### src/hw/rtl/arcpoly_pkg.sv
// Shared types, constants and the CORDIC arctangent table for the arc to polyline generator.
// No dependencies; every other file imports this package.
package arcpoly_pkg;

	localparam int COORD_W = 32;
	localparam int RAD_W = 31;
	localparam int ERR_W = 31;
	localparam int SEG_W = 6;
	localparam int SPAN_W = 33;
	localparam int ANG_W = 36;
	localparam int CW_W = 50;
	localparam int ATAN_IDX_W = 5;

	localparam int MAX_SEG_DEF = 60;
	localparam int STEPS_DEF = 24;

	localparam logic [29:0] KINV_Q30 = 30'd652032874;
	localparam logic signed [CW_W-1:0] Q30_ONE = CW_W'(64'sd1073741824);

	localparam logic signed [ANG_W-1:0] ANG_QUARTER = ANG_W'(64'sh4000_0000);
	localparam logic signed [ANG_W-1:0] ANG_HALF = ANG_W'(64'sh8000_0000);
	localparam logic signed [ANG_W-1:0] ANG_TURN = ANG_W'(64'sh1_0000_0000);

	localparam logic CFG_MIN_SEGMENTS = 1'b0;
	localparam logic CFG_ERR_LIMIT = 1'b1;

	typedef struct packed {
		logic signed [COORD_W-1:0] start_x;
		logic signed [COORD_W-1:0] start_y;
		logic signed [COORD_W-1:0] end_x;
		logic signed [COORD_W-1:0] end_y;
		logic signed [COORD_W-1:0] center_x;
		logic signed [COORD_W-1:0] center_y;
		logic [RAD_W-1:0] radius;
		logic cw;
	} arc_t;

	typedef struct packed {
		logic signed [COORD_W-1:0] vertex_x;
		logic signed [COORD_W-1:0] vertex_y;
		logic last_vertex;
	} vertex_t;

	typedef struct packed {
		logic [SEG_W-1:0] min_segments;
		logic [ERR_W-1:0] err_limit;
	} cfg_t;

	// one arc, fully classified, waiting for vertex generation
	typedef struct packed {
		logic signed [COORD_W-1:0] start_x;
		logic signed [COORD_W-1:0] start_y;
		logic signed [COORD_W-1:0] end_x;
		logic signed [COORD_W-1:0] end_y;
		logic signed [COORD_W-1:0] center_x;
		logic signed [COORD_W-1:0] center_y;
		logic signed [ANG_W-1:0] alpha;
		logic cw;
		logic [SPAN_W-1:0] step_q;
		logic [SEG_W-1:0] step_r;
		logic [SEG_W-1:0] pts;
		logic signed [CW_W-1:0] x0;
	} job_t;

	// atan(2^-i) in units of 2^-32 turn
	function automatic logic [31:0] atan_tab(input logic [ATAN_IDX_W-1:0] idx);
		logic [31:0] v;
		case (idx)
			5'd0: v = 32'h20000000;
			5'd1: v = 32'h12E4051D;
			5'd2: v = 32'h09FB385B;
			5'd3: v = 32'h051111D4;
			5'd4: v = 32'h028B0D43;
			5'd5: v = 32'h0145D7E1;
			5'd6: v = 32'h00A2F61E;
			5'd7: v = 32'h00517C55;
			5'd8: v = 32'h0028BE53;
			5'd9: v = 32'h00145F2E;
			5'd10: v = 32'h000A2F98;
			5'd11: v = 32'h000517CC;
			5'd12: v = 32'h00028BE6;
			5'd13: v = 32'h000145F3;
			5'd14: v = 32'h0000A2F9;
			5'd15: v = 32'h0000517C;
			5'd16: v = 32'h000028BE;
			5'd17: v = 32'h0000145F;
			5'd18: v = 32'h00000A2F;
			5'd19: v = 32'h00000517;
			5'd20: v = 32'h0000028B;
			5'd21: v = 32'h00000145;
			5'd22: v = 32'h000000A2;
			5'd23: v = 32'h00000051;
			5'd24: v = 32'h00000028;
			5'd25: v = 32'h00000014;
			5'd26: v = 32'h0000000A;
			5'd27: v = 32'h00000005;
			5'd28: v = 32'h00000002;
			5'd29: v = 32'h00000001;
			default: v = 32'h00000000;
		endcase
		return v;
	endfunction

endpackage

### src/hw/rtl/arcpoly_queue.sv
// Two-word queue of classified arcs between the front and back parts.
// Depends on arcpoly_pkg.
module arcpoly_queue (
	input  logic clk,
	input  logic arst_n,
	input  logic push,
	input  arcpoly_pkg::job_t wr_job,
	output logic full,
	input  logic pop,
	output arcpoly_pkg::job_t rd_job,
	output logic empty
);
	import arcpoly_pkg::*;

	job_t slot_q [2];
	logic wr_q, rd_q;
	logic [1:0] cnt_q;

	always_ff @(posedge clk or negedge arst_n) begin
		if (!arst_n) begin
			wr_q <= 1'b0;
			rd_q <= 1'b0;
			cnt_q <= '0;
		end else begin
			if (push) wr_q <= ~wr_q;
			if (pop) rd_q <= ~rd_q;
			if (push && !pop) cnt_q <= cnt_q + 1'b1;
			else if (pop && !push) cnt_q <= cnt_q - 1'b1;
		end
	end

	always_ff @(posedge clk) begin
		if (push) slot_q[wr_q] <= wr_job;
	end

	assign rd_job = slot_q[rd_q];
	assign full = cnt_q[1];
	assign empty = (cnt_q == 2'd0);

endmodule

### config.mk
export PLATFORM = sky130hd
export DESIGN_NAME = arcpoly_queue
export DESIGN_NICKNAME = d
export VERILOG_FILES = /design/src/hw/rtl/arcpoly_pkg.sv /design/src/hw/rtl/arcpoly_queue.sv
export SDC_FILE = /design/constraint.sdc
export NUM_CORES = 1
export LEC_CHECK = 0
export BUFFER_PORTS_ARGS = -buffer_cell sky130_fd_sc_hd__buf_4
export CAP_MARGIN = 20
export CORE_AREA = 5 5 252 254
export DETAILED_ROUTE_END_ITERATION = 8
export DIE_AREA = 0 0 257 259
export GPL_TIMING_DRIVEN = 0
export PLACE_DENSITY = 0.6
export SLEW_MARGIN = 10
export SYNTH_ARGS = -nofsm -noshare
export SYNTH_HDL_FRONTEND = slang
export SYNTH_SLANG_ARGS = --single-unit
### constraint.sdc
create_clock -name clk -period 36.6 [get_ports clk]
set_clock_uncertainty 0.15 [all_clocks]
set_input_delay 7.32 -clock clk [delete_from_list [all_inputs] [get_ports clk]]
set_output_delay 7.32 -clock clk [all_outputs]
set_load 0.02 [all_outputs]
Word level (Yosys, flattened, before mapping). Memories as Yosys holds them, arrays and structs flattened. Index checks and enable logic that the tools add are counted.

Bitwise gates (word level): 2. Muxes and demuxes: 4. Reduce and logical (&&, ||, !) cells: 6. Add/subtract/negate cells: 2.

Operators with widths (count): $mux W2 (2); $add A2 B1 Y2 const B (1); $logic_and A1 B1 Y1 (2); $logic_not A1 Y1 (2); $logic_not A2 Y1 (1); $mux W1 (2); $not A1 Y1 (2); $reduce_bool A2 Y1 (1); $sub A2 B1 Y2 const B (1).

Logic and storage cells: 18. Output and inout port bits: 326. Flip-flop bits (word level): 4. Memories kept: 1. RAM bits: 648.

Memories: slot_q (depth 2, bits a word 324, read ports 1, clocked after memory_dff 0, wr ports 1, RTL line arcpoly_queue.sv:15) `job_t slot_q [2];`.

Longest topological paths before layout.
Depth in word-level cells: 4. Depth in mapped cells: 5. Depth with buffers taken out: 5.

Worst setup path after synthesis. Ideal clock, no wire load.

Path type: input -> register. Start: input port push. End: memory slot_q[0][0] in the netlist's numbering, enable pin. Required time: 35395 ps. Buffers on the path: 0. Cell stages on the path: 1. Setup slack: 14155 ps. Setup time: 1055 ps. Arrival: 21240 ps. Path through: nor2b_1.

Longest elaborated chain between the ends: 2.

Ends and longest elaborated chain: from (decl) (RTL line arcpoly_queue.sv:6) `input logic push,`; $mux W1 (RTL line arcpoly_queue.sv:33) `if (push) slot_q[wr_q] <= wr_job;`; $mux W1 (implied by the code) (RTL line arcpoly_queue.sv:33); to (decl) (RTL line arcpoly_queue.sv:15).

Every way passes these cells.

==> impl_metrics.json <==
{
  "antenna_found_initial": 13,
  "hold_path.class": "flip-flop to flip-flop",
  "synth_enable_flop_cells": 648,
  "final_layout_size_suffix_gt1_frac": 0.625,
  "synth_area_leader_cell": "edfxtp_1",
  "dp.cells": 2487,
  "area_delta_synth_final_pct": 36.4,
  "drc": 0,
  "stdcell_count": 2618,
  "required_ns": 29.13,
  "hp-start": "cnt_q[1]$_DFFE_PN0P_",
  "ctsHoldBuffers": 0,
  "grt_overflow_total": 0,
  "post-dp-hpwl_um": 45100,
  "drt_iter0_drc": 562,
  "max_slew_margin": 0.696,
  "cts_root_buf": "clkbuf_16",
  "die_h_um": 259,
  "vias": 12300,
  "netlist.area_leader.share": 0.820,
  "postSynthCellCount": 1023,
  "firstDrtPassIters": 4,
  "die_w_um": 257,
  "crit_path_end_kind": "output port",
  "worstSetupPathType": "flip-flop to output port",
  "drt_wl_total_um": 61000,
  "power.total_uw": 2680,
  "nNetsFinal": 2099,
  "worstPathArrival_ns": 2.10,
  "io_buffers": 653,
  "cts_resized": 0,
  "clock.fmax_mhz": 104,
  "leakage_uw": 0.0122,
  "insertion_delay_ns": 0.57,
  "core_area_um2": 61000,
  "fillers": 4947,
  "syn-num-nets": 1352,
  "cts.htree.levels": 3,
  "place_congestion": 0.781,
  "finalCritPeriodShare": 0.262,
  "grtUsageTotal": 0.175,
  "reg2regPathDepth": 4,
  "routedWlPerCell_um": 23.3,
  "viasPerCell": 4.71,
  "multi_input_area_um2": 3810,
  "clk_transition_reported_paths_ns": 0.05,
  "cts_buffers": 71,
  "syn-cell-area_um2": 23700,
  "grt_pass1_vias": 13400,
  "syn_avg_cell_area_um2": 23.2,
  "grt_pass1_wl_um": 86400,
  "worst_pin_slew_ns": 0.455,
  "ir_drop_mv": 0.0427,
  "min_to": "cnt_q[1]$_DFFE_PN0P_",
  "initial_utilization": 0.389,
  "register_area_um2": 19600,
  "cap_violations": 0,
  "synth_cell_types": 14,
  "setup_violations": 0,
  "grt_max_degree": 51,
  "finalSetupTns_ns": 0,
  "yosysWarnings": 0,
  "critPathLaunchType": "flip-flop",
  "synth_top_cells_by_area": "edfxtp_1 82%, mux2_2 14%, buf_6 1.4%, mux2_4 1.3%, dfrtp_1 0.42%",
  "slew_violations": 0,
  "ant_nets": 0,
  "rrSetupSlack_ns": 34.25,
  "synthArstFlopShare": 0.00613,
  "ys_ff_latch": 652,
  "fin_util": 0.530,
  "io_pins": 654,
  "finalCriticalPeriod_ns": 9.57,
  "dieArea_um2": 66600,
  "timing.rr.end": "slot_q[1][288]$_DFFE_PP_",
  "cts_max_path_buffers": 3,
  "powerDensity_nw_per_um2": 82.7,
  "post_cts_buffers": 0,
  "ys_seq_area_frac": 0.824,
  "hold_depth": 1,
  "cts.sinks": 652,
  "hold_viol": 0,
  "rsz0062_at_grt": "false",
  "path_max_fanout": 10,
  "rows": 91,
  "tritoncts": "done",
  "ys.flop_type": "edfxtp_1",
  "crit-reg2reg-launch": "wr_q$_DFFE_PN0P_",
  "outcome": "complete, no violations"
}
-- area by class of cell --
type | instances | area share
plain buffers | 36 | 0.0112
multi-input cells | 334 | 0.118
flip-flops and latches | 652 | 0.604
clock buffers | 84 | 0.0584
inverters | 1 | 0.000116
clock inverters | 36 | 0.0102
repair buffers | 674 | 0.167
well taps | 790 | 0.0305
diodes | 11 | 0.000851
-- cell usage after synthesis (2+ instances only) --
master,number
mux2_2,303
mux2_4,20
edfxtp_1,648
buf_6,29
buf_2,7
nor2_1,2
dfrtp_1,4
xor2_1,4
-- power by group --
part / internal (µW) / switching, µW / total (µW) / leakage [µW]
combinational: 436 / 539 / 975 / 0.00496
sequential: 988 / 28.1 / 1020 / 0.00613
clock: 404 / 281 / 685 / 0.00109
total: 1830 / 848 / 2680 / 0.0122
-- logic make-up (layout without fill, tap and decap cells) --
family	count (synthesis)	count (layout)	synth area share
xor gates and xnor gates	5	5	0.00185
DFF	652	652	0.824
and+or+nand+nor	4	4	0.000844
muxes	324	324	0.157
buffers and inverters	37	831	0.0154
adders and majority gates	1	1	0.000527
other	0	11	0
-- through the flow --
step                setup slack, ns  hold WS [ns]  cell area [µm²]
global route                  26.90         0.368            32400
CTS                           26.92         0.356            32300
global placement               4.83         0.316            29600
floorplan                     14.15         0.303            23700
finish                        27.03         0.356            32400
detailed placement            27.21         0.342            30100
-- per-layer routing --
layer	routed length, µm	share of wire	vias to the layer above	GRT usage
met2	32300	0.53	416	0.307
met4	1940	0.032	2	0.0734
met3	5400	0.089	104	0.0688
met5	13	0.00021	-	0
met1	21300	0.35	6208	0.189
li1	-	-	5603	-
-- flip-flops by register name (all words and copies together) (netlist names) --
signal / count
wr_q: 1
cnt_q: 2
rd_q: 1
slot_q: 648
-- critical path, cell delays in order, from the launching register on --
cell,delay (ns)
dfrtp_1,0.34
buf_6,0.19
buf_6,0.22
buf_6,0.20
mux2_2,0.38
buf_4,0.17
-- worst max-delay path by stage --
stage                           startpoint                  endpoint  slack, ns  depth (start not counted)
after floorplan                       push    slot_q[0][0]$_DFFE_PP_      14.15                          1
after global placement                push  slot_q[0][286]$_DFFE_PP_       4.83                          2
after detailed placement              push  slot_q[0][289]$_DFFE_PP_      27.21                          7
after CTS                 rd_q$_DFFE_PN0P_               rd_job[106]      26.92                          5
after global routing      rd_q$_DFFE_PN0P_               rd_job[149]      26.90                          5
final                     rd_q$_DFFE_PN0P_               rd_job[168]      27.03                          5
-- cell usage in the layout (no fill, tap or decap), drive strengths merged --
cell	count
clkinvlp	2
nor2	2
clkinv	25
ha	1
xor2	4
nor2b	1
bufinv	5
clkbuf	84
diode	11
dfrtp	4
buf	710
mux2	324
xnor2	1
edfxtp	648
and2	1
inv	5
Power figures use the tool's default switching activity.
