$ cat config.mk
export PLATFORM = sky130hd
export DESIGN_NAME = arcpoly_back
export DESIGN_NICKNAME = d
export VERILOG_FILES = /design/src/hw/rtl/arcpoly_pkg.sv /design/src/hw/rtl/arcpoly_cordic.sv /design/src/hw/rtl/arcpoly_back.sv
export SDC_FILE = /design/constraint.sdc
export NUM_CORES = 2
export LEC_CHECK = 0
export CAP_MARGIN = 40
export CORE_ASPECT_RATIO = 1.4
export CORE_MARGIN = 2
export CORE_UTILIZATION = 55
export DETAILED_ROUTE_END_ITERATION = 10
export DONT_BUFFER_PORTS = 1
export GPL_ROUTABILITY_DRIVEN = 1
export HOLD_SLACK_MARGIN = 0.15
export MAX_ROUTING_LAYER = met4
export PLACE_DENSITY = 0.8
export SLEW_MARGIN = 10
export SYNTH_ARGS = -nofsm -noshare
export SYNTH_HDL_FRONTEND = slang
export SYNTH_SLANG_ARGS = --single-unit
$ cat constraint.sdc
create_clock -name clk -period 20.2 [get_ports clk]
set_input_delay 0 -clock clk [delete_from_list [all_inputs] [get_ports clk]]
set_output_delay 0 -clock clk [all_outputs]
set_load 0.03 [all_outputs]
$ cat src/hw/rtl/arcpoly_pkg.sv
// Shared types, constants and the CORDIC arctangent table for the arc to polyline generator.
// No dependencies; every other file imports this package.
package arcpoly_pkg;

	localparam int COORD_W = 32;
	localparam int RAD_W = 31;
	localparam int ERR_W = 31;
	localparam int SEG_W = 6;
	localparam int SPAN_W = 33;
	localparam int ANG_W = 36;
	localparam int CW_W = 50;
	localparam int ATAN_IDX_W = 5;

	localparam int MAX_SEG_DEF = 60;
	localparam int STEPS_DEF = 24;

	localparam logic [29:0] KINV_Q30 = 30'd652032874;
	localparam logic signed [CW_W-1:0] Q30_ONE = CW_W'(64'sd1073741824);

	localparam logic signed [ANG_W-1:0] ANG_QUARTER = ANG_W'(64'sh4000_0000);
	localparam logic signed [ANG_W-1:0] ANG_HALF = ANG_W'(64'sh8000_0000);
	localparam logic signed [ANG_W-1:0] ANG_TURN = ANG_W'(64'sh1_0000_0000);

	localparam logic CFG_MIN_SEGMENTS = 1'b0;
	localparam logic CFG_ERR_LIMIT = 1'b1;

	typedef struct packed {
		logic signed [COORD_W-1:0] start_x;
		logic signed [COORD_W-1:0] start_y;
		logic signed [COORD_W-1:0] end_x;
		logic signed [COORD_W-1:0] end_y;
		logic signed [COORD_W-1:0] center_x;
		logic signed [COORD_W-1:0] center_y;
		logic [RAD_W-1:0] radius;
		logic cw;
	} arc_t;

	typedef struct packed {
		logic signed [COORD_W-1:0] vertex_x;
		logic signed [COORD_W-1:0] vertex_y;
		logic last_vertex;
	} vertex_t;

	typedef struct packed {
		logic [SEG_W-1:0] min_segments;
		logic [ERR_W-1:0] err_limit;
	} cfg_t;

	// one arc, fully classified, waiting for vertex generation
	typedef struct packed {
		logic signed [COORD_W-1:0] start_x;
		logic signed [COORD_W-1:0] start_y;
		logic signed [COORD_W-1:0] end_x;
		logic signed [COORD_W-1:0] end_y;
		logic signed [COORD_W-1:0] center_x;
		logic signed [COORD_W-1:0] center_y;
		logic signed [ANG_W-1:0] alpha;
		logic cw;
		logic [SPAN_W-1:0] step_q;
		logic [SEG_W-1:0] step_r;
		logic [SEG_W-1:0] pts;
		logic signed [CW_W-1:0] x0;
	} job_t;

	// atan(2^-i) in units of 2^-32 turn
	function automatic logic [31:0] atan_tab(input logic [ATAN_IDX_W-1:0] idx);
		logic [31:0] v;
		case (idx)
			5'd0: v = 32'h20000000;
			5'd1: v = 32'h12E4051D;
			5'd2: v = 32'h09FB385B;
			5'd3: v = 32'h051111D4;
			5'd4: v = 32'h028B0D43;
			5'd5: v = 32'h0145D7E1;
			5'd6: v = 32'h00A2F61E;
			5'd7: v = 32'h00517C55;
			5'd8: v = 32'h0028BE53;
			5'd9: v = 32'h00145F2E;
			5'd10: v = 32'h000A2F98;
			5'd11: v = 32'h000517CC;
			5'd12: v = 32'h00028BE6;
			5'd13: v = 32'h000145F3;
			5'd14: v = 32'h0000A2F9;
			5'd15: v = 32'h0000517C;
			5'd16: v = 32'h000028BE;
			5'd17: v = 32'h0000145F;
			5'd18: v = 32'h00000A2F;
			5'd19: v = 32'h00000517;
			5'd20: v = 32'h0000028B;
			5'd21: v = 32'h00000145;
			5'd22: v = 32'h000000A2;
			5'd23: v = 32'h00000051;
			5'd24: v = 32'h00000028;
			5'd25: v = 32'h00000014;
			5'd26: v = 32'h0000000A;
			5'd27: v = 32'h00000005;
			5'd28: v = 32'h00000002;
			5'd29: v = 32'h00000001;
			default: v = 32'h00000000;
		endcase
		return v;
	endfunction

endpackage

$ cat src/hw/rtl/arcpoly_cordic.sv
// Iterative CORDIC, one micro-rotation per cycle, vectoring (atan2) or rotation mode.
// Depends on arcpoly_pkg.
module arcpoly_cordic #(
	parameter int STEPS = arcpoly_pkg::STEPS_DEF
) (
	input  logic clk,
	input  logic arst_n,
	input  logic start,
	input  logic vec,
	input  logic signed [arcpoly_pkg::CW_W-1:0] x_in,
	input  logic signed [arcpoly_pkg::CW_W-1:0] y_in,
	input  logic signed [arcpoly_pkg::ANG_W-1:0] z_in,
	output logic done,
	output logic signed [arcpoly_pkg::CW_W-1:0] x_out,
	output logic signed [arcpoly_pkg::CW_W-1:0] y_out,
	output logic signed [arcpoly_pkg::ANG_W-1:0] z_out
);
	import arcpoly_pkg::*;

	localparam int IW = $clog2(STEPS);

	logic run_q, done_q, vec_q, neg_q;
	logic [IW-1:0] i_q;
	logic signed [CW_W-1:0] x_q, y_q, x_f, y_f, x_sh, y_sh;
	logic signed [ANG_W-1:0] z_q, z_w, z_f, atan_v;
	logic neg_f, dir;

	// input fold: vectoring into the right half plane, rotation into +/- a quarter turn
	always_comb begin
		x_f = x_in;
		y_f = y_in;
		z_f = '0;
		neg_f = 1'b0;
		z_w = ANG_W'(signed'(z_in[31:0]));
		if (vec) begin
			if (x_in < 0) begin
				z_f = (y_in >= 0) ? ANG_HALF : -ANG_HALF;
				x_f = -x_in;
				y_f = -y_in;
			end
		end else begin
			z_f = z_w;
			if (z_w > ANG_QUARTER) begin
				z_f = z_w - ANG_HALF;
				neg_f = 1'b1;
			end else if (z_w < -ANG_QUARTER) begin
				z_f = z_w + ANG_HALF;
				neg_f = 1'b1;
			end
		end
	end

	assign x_sh = x_q >>> i_q;
	assign y_sh = y_q >>> i_q;
	assign atan_v = ANG_W'(atan_tab(ATAN_IDX_W'(i_q)));
	// dir high: turn anticlockwise
	assign dir = vec_q ? (y_q < 0) : (z_q >= 0);

	always_ff @(posedge clk or negedge arst_n) begin
		if (!arst_n) begin
			run_q <= 1'b0;
			done_q <= 1'b0;
			i_q <= '0;
		end else begin
			done_q <= 1'b0;
			if (start) begin
				run_q <= 1'b1;
				i_q <= '0;
			end else if (run_q) begin
				if (i_q == IW'(STEPS - 1)) begin
					run_q <= 1'b0;
					done_q <= 1'b1;
				end
				i_q <= i_q + 1'b1;
			end
		end
	end

	always_ff @(posedge clk) begin
		if (start) begin
			x_q <= x_f;
			y_q <= y_f;
			z_q <= z_f;
			neg_q <= neg_f;
			vec_q <= vec;
		end else if (run_q) begin
			if (dir) begin
				x_q <= x_q - y_sh;
				y_q <= y_q + x_sh;
				z_q <= z_q - atan_v;
			end else begin
				x_q <= x_q + y_sh;
				y_q <= y_q - x_sh;
				z_q <= z_q + atan_v;
			end
		end
	end

	assign done = done_q;
	assign x_out = neg_q ? -x_q : x_q;
	assign y_out = neg_q ? -y_q : y_q;
	assign z_out = z_q;

endmodule

$ cat src/hw/rtl/arcpoly_back.sv
// Back part: emits the start point, the rotated inner vertices and the end point of one arc.
// Depends on arcpoly_pkg and arcpoly_cordic.
module arcpoly_back #(
	parameter int STEPS = arcpoly_pkg::STEPS_DEF
) (
	input  logic clk,
	input  logic arst_n,
	input  arcpoly_pkg::job_t job,
	input  logic empty,
	output logic pop,
	output arcpoly_pkg::vertex_t vertex,
	output logic vertex_valid
);
	import arcpoly_pkg::*;

	typedef enum logic [2:0] {
		B_IDLE = 3'b001,
		B_STEP = 3'b010,
		B_WAIT = 3'b100
	} bstate_t;

	localparam logic signed [CW_W-1:0] C_MAX = CW_W'((64'sd1 <<< (COORD_W - 1)) - 64'sd1);
	localparam logic signed [CW_W-1:0] C_MIN = -C_MAX - CW_W'(1);
	localparam logic signed [CW_W-1:0] HALF_LSB = CW_W'(32768);

	bstate_t state_q;
	job_t job_q;
	vertex_t vtx_q;
	logic vld_q;
	logic [SEG_W-1:0] i_q, rem_n;
	logic [SEG_W:0] rem_sum;
	logic [SEG_W-1:0] rem_q;
	logic carry;
	logic [SPAN_W-1:0] d_q, d_n;
	logic signed [ANG_W-1:0] ang;
	logic signed [CW_W-1:0] c_x, c_y, sum_x, sum_y;
	logic c_done, cor_start;

	function automatic logic signed [COORD_W-1:0] sat(input logic signed [CW_W-1:0] v);
		logic signed [COORD_W-1:0] r;
		if (v > C_MAX) r = C_MAX[COORD_W-1:0];
		else if (v < C_MIN) r = C_MIN[COORD_W-1:0];
		else r = v[COORD_W-1:0];
		return r;
	endfunction

	// running floor(span * i / pts) as quotient plus remainder carry
	always_comb begin
		rem_sum = (SEG_W + 1)'(rem_q) + (SEG_W + 1)'(job_q.step_r);
		carry = rem_sum >= (SEG_W + 1)'(job_q.pts);
		rem_n = carry ? SEG_W'(rem_sum - (SEG_W + 1)'(job_q.pts)) : rem_sum[SEG_W-1:0];
		d_n = d_q + job_q.step_q + SPAN_W'(carry);
		ang = job_q.cw ? job_q.alpha - ANG_W'(d_n) : job_q.alpha + ANG_W'(d_n);
		cor_start = (state_q == B_STEP) && (i_q < job_q.pts);
		sum_x = CW_W'(job_q.center_x) + ((c_x + HALF_LSB) >>> 16);
		sum_y = CW_W'(job_q.center_y) + ((c_y + HALF_LSB) >>> 16);
	end

	arcpoly_cordic #(.STEPS(STEPS)) u_cordic (
		.clk(clk), .arst_n(arst_n), .start(cor_start), .vec(1'b0),
		.x_in(job_q.x0), .y_in('0), .z_in(ang),
		.done(c_done), .x_out(c_x), .y_out(c_y), .z_out()
	);

	assign pop = (state_q == B_IDLE) && !empty;

	always_ff @(posedge clk or negedge arst_n) begin
		if (!arst_n) begin
			state_q <= B_IDLE;
			vld_q <= 1'b0;
		end else begin
			vld_q <= 1'b0;
			case (state_q)
				B_IDLE: if (!empty) begin
					state_q <= B_STEP;
					vld_q <= 1'b1;
				end
				B_STEP: begin
					if (i_q < job_q.pts) begin
						state_q <= B_WAIT;
					end else begin
						state_q <= B_IDLE;
						vld_q <= 1'b1;
					end
				end
				B_WAIT: if (c_done) begin
					state_q <= B_STEP;
					vld_q <= 1'b1;
				end
				default: state_q <= B_IDLE;
			endcase
		end
	end

	always_ff @(posedge clk) begin
		case (state_q)
			B_IDLE: begin
				if (!empty) begin
					job_q <= job;
					vtx_q <= '{vertex_x: job.start_x, vertex_y: job.start_y, last_vertex: 1'b0};
				end
				i_q <= SEG_W'(1);
				d_q <= '0;
				rem_q <= '0;
			end
			B_STEP: begin
				if (i_q < job_q.pts) begin
					d_q <= d_n;
					rem_q <= rem_n;
				end else begin
					vtx_q <= '{vertex_x: job_q.end_x, vertex_y: job_q.end_y, last_vertex: 1'b1};
				end
			end
			B_WAIT: if (c_done) begin
				vtx_q <= '{vertex_x: sat(sum_x), vertex_y: sat(sum_y), last_vertex: 1'b0};
				i_q <= i_q + 1'b1;
			end
			default: ;
		endcase
	end

	assign vertex = vtx_q;
	assign vertex_valid = vld_q;

endmodule

After elaboration in Yosys (flattened, before gate mapping)
Memories as Yosys holds them, arrays and structs flattened.
Cells that the tools add are included.
W data, S select, Z words.

cells by class
  order comparisons = 9
  $add $sub $neg = 22
  bitwise operators = 1
  reductions and logical operators = 12
  shifts and indexed selects = 2
  multiply operators = 0
  mux-type cells = 44
  eq/ne operators = 8
  div/mod/pow operators = 0

operators by type and width
  cell                      number
  $mux W50                  6
  $mux W65                  3
  $pmux W65 S3              1
  $mux W36                  5
  $mux W32                  5
  $add A50 B17 Y50 const B  2
  $add A50 B50 Y50          2
  $neg A50 Y50              2
  $sshr A50 B5 Y50          2
  $sub A50 B50 Y50          2
  $add A32 B34 Y35          2
  $gt A35 B32 Y1 const B    2
  $lt A35 B32 Y1 const B    2
  $pmux W33 S2              1
  $add A36 B33 Y36          1
  $ge A36 B1 Y1 const B     1
  $sub A36 B33 Y36          1
  $add A32 B33 Y34 const B  1
  $sub A32 B33 Y34 const B  1
  $add A33 B1 Y33           1
  $add A33 B33 Y33          1
  $mux W33                  1
  $add A32 B32 Y32          1
  $gt A32 B32 Y1 const B    1
  other kinds (28)          51

storage, ports and cells
  logic and storage cells = 124
  memory bits (read-only) = 960
  memory bits (writable) = 0
  bits in latches = 0
  memories kept = 1
  output and inout port bits = 67
  input port bits = 327
  flip-flop bits (word level) = 514

memory list
  name             words  width  read ports  clocked after memory_dff  write ports  line               text
  (no name shown)  32     30     1           0                         0            arcpoly_pkg.sv:68  case (idx)

Longest topological paths before layout
  word-level depth = 9
  mapped depth = 38
  gate-level depth less buffers = 37

Cells and area by module
Synthesis repeated with hierarchy kept, for this count alone.

second synthesis, totals
  cells, all modules = 5,630
  area total of the unflattened synthesis = 50,937.6 sq um

by module, submodules not included
  module          area an instance (sq um)  cells each  instances
  arcpoly_cordic  28,127.0                  3,568       1
  arcpoly_back    22,810.6                  2,062       1

Worst setup path after synthesis
No wires, ideal clock.

  path type = register to register
  from = reg state_q[0]
  to = reg vtx_q, in the netlist vertex[0] (enable)
  arrival time = 20,377 ps
  stages on the path, launching flop included = 5
  period minus slack after synthesis = 20,879 ps
  path buffers = 0
  path slack = -679 ps
  library setup time = 502 ps
  path through = dfstp_2 nand2b_1 nor3_1 a21o_1 o21bai_1

between the ends
  longest elaborated chain between the ends = 3
  elaborated cells between the ends (all ways) = 8
  classes of those cells = 6 x eq/ne; 2 x reduce/logical

RTL lines
  element                                                line                 text
  start, declared                                        arcpoly_back.sv:26   bstate_t state_q;
  start signal, assigned                                 arcpoly_back.sv:69   state_q <= B_IDLE;
  start signal, assigned                                 arcpoly_back.sv:75   state_q <= B_STEP;
  start signal, assigned                                 arcpoly_back.sv:80   state_q <= B_WAIT;
  $eq A3 B2 Y1 (tied with other cells)                   arcpoly_back.sv:96   case (state_q)
  $ne A2 B2 Y1 (no source line) (tied with other cells)  -
  $reduce_and A4 Y1 (no source line) (*)                 -
  end signal, assigned                                   arcpoly_back.sv:100  vtx_q <= '{vertex_x: job.start_x, vertex_y: job.start_y, last_vertex: 1'b0};
  end signal, assigned                                   arcpoly_back.sv:111  vtx_q <= '{vertex_x: job_q.end_x, vertex_y: job_q.end_y, last_vertex: 1'b1};
  end signal, assigned                                   arcpoly_back.sv:115  vtx_q <= '{vertex_x: sat(sum_x), vertex_y: sat(sum_y), last_vertex: 1'b0};
  end, declared                                          arcpoly_back.sv:28   vertex_t vtx_q;

Every way passes the cells marked *; elsewhere a longest branch is shown, timed or not.
A chain may end at the register's enable or synchronous reset.

Final worst setup path
  from = reg job_q[56] in the netlist's numbering
  to = reg u_cordic.z_q[35], in the netlist u_cordic.z_out[35] (data pin)

between the ends
  longest elaborated chain between the ends = 9
  elaborated cells between the ends (all ways) = 13
  classes of those cells = 6 x add/sub; 3 x order compare; 4 x mux

RTL lines
  element                                               line                                        text
  start, declared                                       arcpoly_back.sv:27                          job_t job_q;
  start signal, assigned                                arcpoly_back.sv:99                          job_q <= job;
  $add A6 B6 Y7 (*)                                     arcpoly_back.sv:49                          rem_sum = (SEG_W + 1)'(rem_q) + (SEG_W + 1)'(job_q.step_r);
  $ge A7 B6 Y1 (*)                                      arcpoly_back.sv:50                          carry = rem_sum >= (SEG_W + 1)'(job_q.pts);
  $add A33 B1 Y33 (*)                                   arcpoly_back.sv:52                          d_n = d_q + job_q.step_q + SPAN_W'(carry);
  $add A32 B32 Y32 or $sub A32 B32 Y32 (tied branches)  arcpoly_back.sv:53                          ang = job_q.cw ? job_q.alpha - ANG_W'(d_n) : job_q.alpha + ANG_W'(d_n);
  $mux W32 (*)                                          arcpoly_back.sv:53
  $add A32 B33 Y34 or $lt A32 B31 Y1 (tied branches)    arcpoly_cordic.sv:47, arcpoly_cordic.sv:46
  $mux W36                                              arcpoly_cordic.sv:46                        end else if (z_w < -ANG_QUARTER) begin
  $mux W36 (*)                                          arcpoly_cordic.sv:43                        if (z_w > ANG_QUARTER) begin
  $mux W36 (*)                                          arcpoly_cordic.sv:80                        if (start) begin
  end signal, assigned                                  arcpoly_cordic.sv:83                        z_q <= z_f;
  end signal, assigned                                  arcpoly_cordic.sv:90                        z_q <= z_q - atan_v;
  end signal, assigned                                  arcpoly_cordic.sv:94                        z_q <= z_q + atan_v;
  end, declared                                         arcpoly_cordic.sv:25                        logic signed [ANG_W-1:0] z_q, z_w, z_f, atan_v;

Marks and branches as above.

==> flow_metrics.py <==
metrics = {
    "outcome": {
        "status": "finished clean",
    },
    "setup_path": {
        "endpoint_kind": "flip-flop",
        "crit_slowest_cell": "a21oi_1",
        "critPathTopFamily": "compound AO/OA/AOI/OAI gates",
        "cp.required_ps": 20580,
        "cp_common_cell": "a21o_1",
        "crit_fanout": 10,
        "crit_type": "flip-flop to flip-flop",
        "cp-start-kind": "flip-flop",
        "cp_num_buf_inv": 2,
        "critPathMaxStageDelay_ps": 660,
        "cp.arrival_ps": 10690,
    },
    "routing": {
        "vias_per_cell": 6.78,
        "drc": 0,
        "post_drt_wl_per_cell_um": 25.1,
        "first_pass_iters": 11,
        "route.vias.total": 45300,
        "ant_nets": 0,
        "postRouteWirelength_um": 167000,
        "drt_iter0_markers": 5379,
    },
    "cts": {
        "cts_tree": "done",
        "cts.sink_count": 512,
        "cts_buffer_depth": 3,
        "clk_pin_slew_ps": 70,
        "root_buffer": "clkbuf_16",
        "cts_made_buffers": 53,
        "cts_resized": 0,
        "clkLatencyLatePin_ps": 660,
        "h-tree-depth": 2,
    },
    "timing": {
        "fin_crit_sh_pct": 51.0,
        "skew_ps": 32.7,
        "hold_viol_final": 0,
        "setup_tns_ps": 0,
        "clock.fmax_mhz": 97.0,
        "slew_headroom_pct": 28.1,
        "setup_viol": 0,
        "grt_setup_unrepaired": "no",
        "tightest_slew_ps": 1080,
        "finalCriticalPeriod_ps": 10310,
        "slew_viol_final": 0,
    },
    "floorplanning": {
        "row_count": 127,
        "die_w_um": 252,
        "start_util_pct": 55.4,
        "core_area_sq_um": 85300,
        "die_area_sq_um": 88300,
        "die_h_um": 351,
        "ios": 394,
    },
    "min_path": {
        "hp-class": "input pin to flip-flop",
    },
    "global_route": {
        "antenna_found_initial": 3,
        "overflow": 0,
        "grt_start_max_net_pins": 129,
        "grtUsageTotal_pct": 37.5,
        "grt_pass1_wl_um": 252000,
        "grt_pass1_vias": 43800,
    },
    "placed_design": {
        "numPortBuffers": 0,
        "gp_congestion": 1.05,
        "dp_cells": 5949,
        "hpwl_um": 109000,
    },
    "finish": {
        "drive_above_1_share_pct": 7.85,
        "layout_common_cells": "dlygate4sd3_1, nand2_1, edfxtp_1",
        "final_cells": 6675,
        "layout_commonest_cell": "dlygate4sd3_1",
        "area_delta_synth_final_pct": 18.3,
        "final_nets": 6160,
    },
    "synth": {
        "synth_seq_cells": 512,
        "synth.net_count": 5740,
        "ys_types": 103,
        "synth_edf_count": 451,
        "async_flop_share_pct": 2.15,
        "synthCells": 5112,
        "yosys_most_used_dff": "edfxtp_1",
        "seq_area_frac_synth_pct": 31.4,
        "synth.avg_cell_area_sq_um": 9.24,
        "synth_warnings": 0,
        "netlist_area_sq_um": 47300,
    },
    "run": {
        "maxCapViolCount": 0,
    },
}
==> cell usage after synthesis (37+ instances only) <==
cell	instances	share of area [%]
edfxtp_1	451	29
clkbuf_1	212	1.7
buf_1	39	0.31
xnor2_1	294	5.4
o21a_1	39	0.62
and2_1	51	0.68
buf_2	37	0.39
o21bai_1	43	0.68
nand4_1	59	0.78
mux2_2	75	1.8
nor2_1	400	3.2
o22ai_1	37	0.49
mux2i_1	133	2.8
a21oi_1	402	4.3
dfxtp_1	50	2.1
a211oi_1	43	0.68
nand2_1	452	3.6
and3_1	39	0.52
o211ai_1	61	0.97
nor2b_1	51	0.68
a31oi_1	54	0.71
ha_1	291	7.7
o21ai_0	356	3.8
a22oi_1	88	1.4
a21o_1	169	2.7
xor2_1	208	3.9
inv_1	125	0.99
nor3_1	73	0.77
nand3_1	69	0.73
mux4_2	126	6.0
o31ai_1	41	0.65
nand2b_1	72	0.95
==> per-layer routing <==
| layer | routed length, um | part of all wire [%] | global-route usage, % | vias up |
|---|---|---|---|---|
| met3 | 16600 | 9.9 | 7.22 | 816 |
| met2 | 79100 | 47 | 61.5 | 3104 |
| met5 | 0 | 0 | - | - |
| met4 | 12900 | 7.7 | 24.5 | 0 |
| li1 | - | - | - | 20100 |
| met1 | 58900 | 35 | 41.8 | 21200 |
==> area by class of cell <==
| type | count | area (sq um) |
|---|---|---|
| multi-input combinational | 4153 | 30600 |
| fill | 6395 | 29400 |
| sequential | 512 | 14800 |
| timing repair buffer | 680 | 6760 |
| clock buffer | 64 | 1390 |
| tap | 1096 | 1370 |
| inverter | 132 | 498 |
| clock inverter | 36 | 458 |
| antenna | 2 | 5.00 |
==> what timing repair did <==
item / in CTS / in global routing
endpoints found under the hold margin: 395 / 0
buffers inserted: 0 / 0
hold buffers: 620 / 0
==> metrics by stage <==
stage               setup WS [ps]  area, sq um  hold slack [ps]  util [%]
floorplan                    7170        47300             -296         -
global placement            10440        47700             -295      55.9
detailed placement          10170        47800             -294      56.0
CTS                         10090        55800              151      65.4
global route                 9050        55900              160      65.5
finish                       9890        55900              162      65.5
==> registers in the layout (all words and copies together), names as in the netlist <==
signal          count
job_q             255
vertex             65
u_cordic.x_q       50
u_cordic.y_q       50
u_cordic.z_out     36
d_q                32
i_q                 6
rem_q               6
u_cordic.i_q        5
state_q             3
u_cordic.done       1
u_cordic.neg_q      1
u_cordic.run_q      1
vertex_valid        1
==> cells by family after synthesis <==
kind of cell | after synthesis | synth area share [%]
xor+xnor | 502 | 9.30
mux | 343 | 11.1
buf+inv | 447 | 4.06
compound gates | 1567 | 21.4
simple gates | 1439 | 14.6
flops | 512 | 31.4
fa+ha+maj | 302 | 8.15
==> worst min-delay path, stage by stage <==
cell and delay, ps:
dlygate4sd3_1 570, a22oi_1 80, nand2_1 60
==> path summary, 6_finish.rpt <==
path	startpoint	endpoint	slack (ps)	cells past startpoint
setup / recovery	job_q[56]$_DFFE_PP_	u_cordic.z_out[35]$_DFFE_PP_	9890	36
hold / removal	job[312]	vertex[53]$_DFFE_PP_	160	3
setup reg to reg	job_q[56]$_DFFE_PP_	u_cordic.z_out[35]$_DFFE_PP_	9890	36
hold reg to reg	job_q[33]$_DFFE_PP_	u_cordic.x_q[33]$_DFFE_PP_	530	2
max in group asynchronous	arst_n	u_cordic.i_q[1]$_DFFE_PN0P_	19390	2
min in group asynchronous	arst_n	state_q[1]$_DFFE_PN0P_	360	2
Power is not shown: default switching activity piles up to over one toggle a cycle in this logic, so the estimate is an artifact.
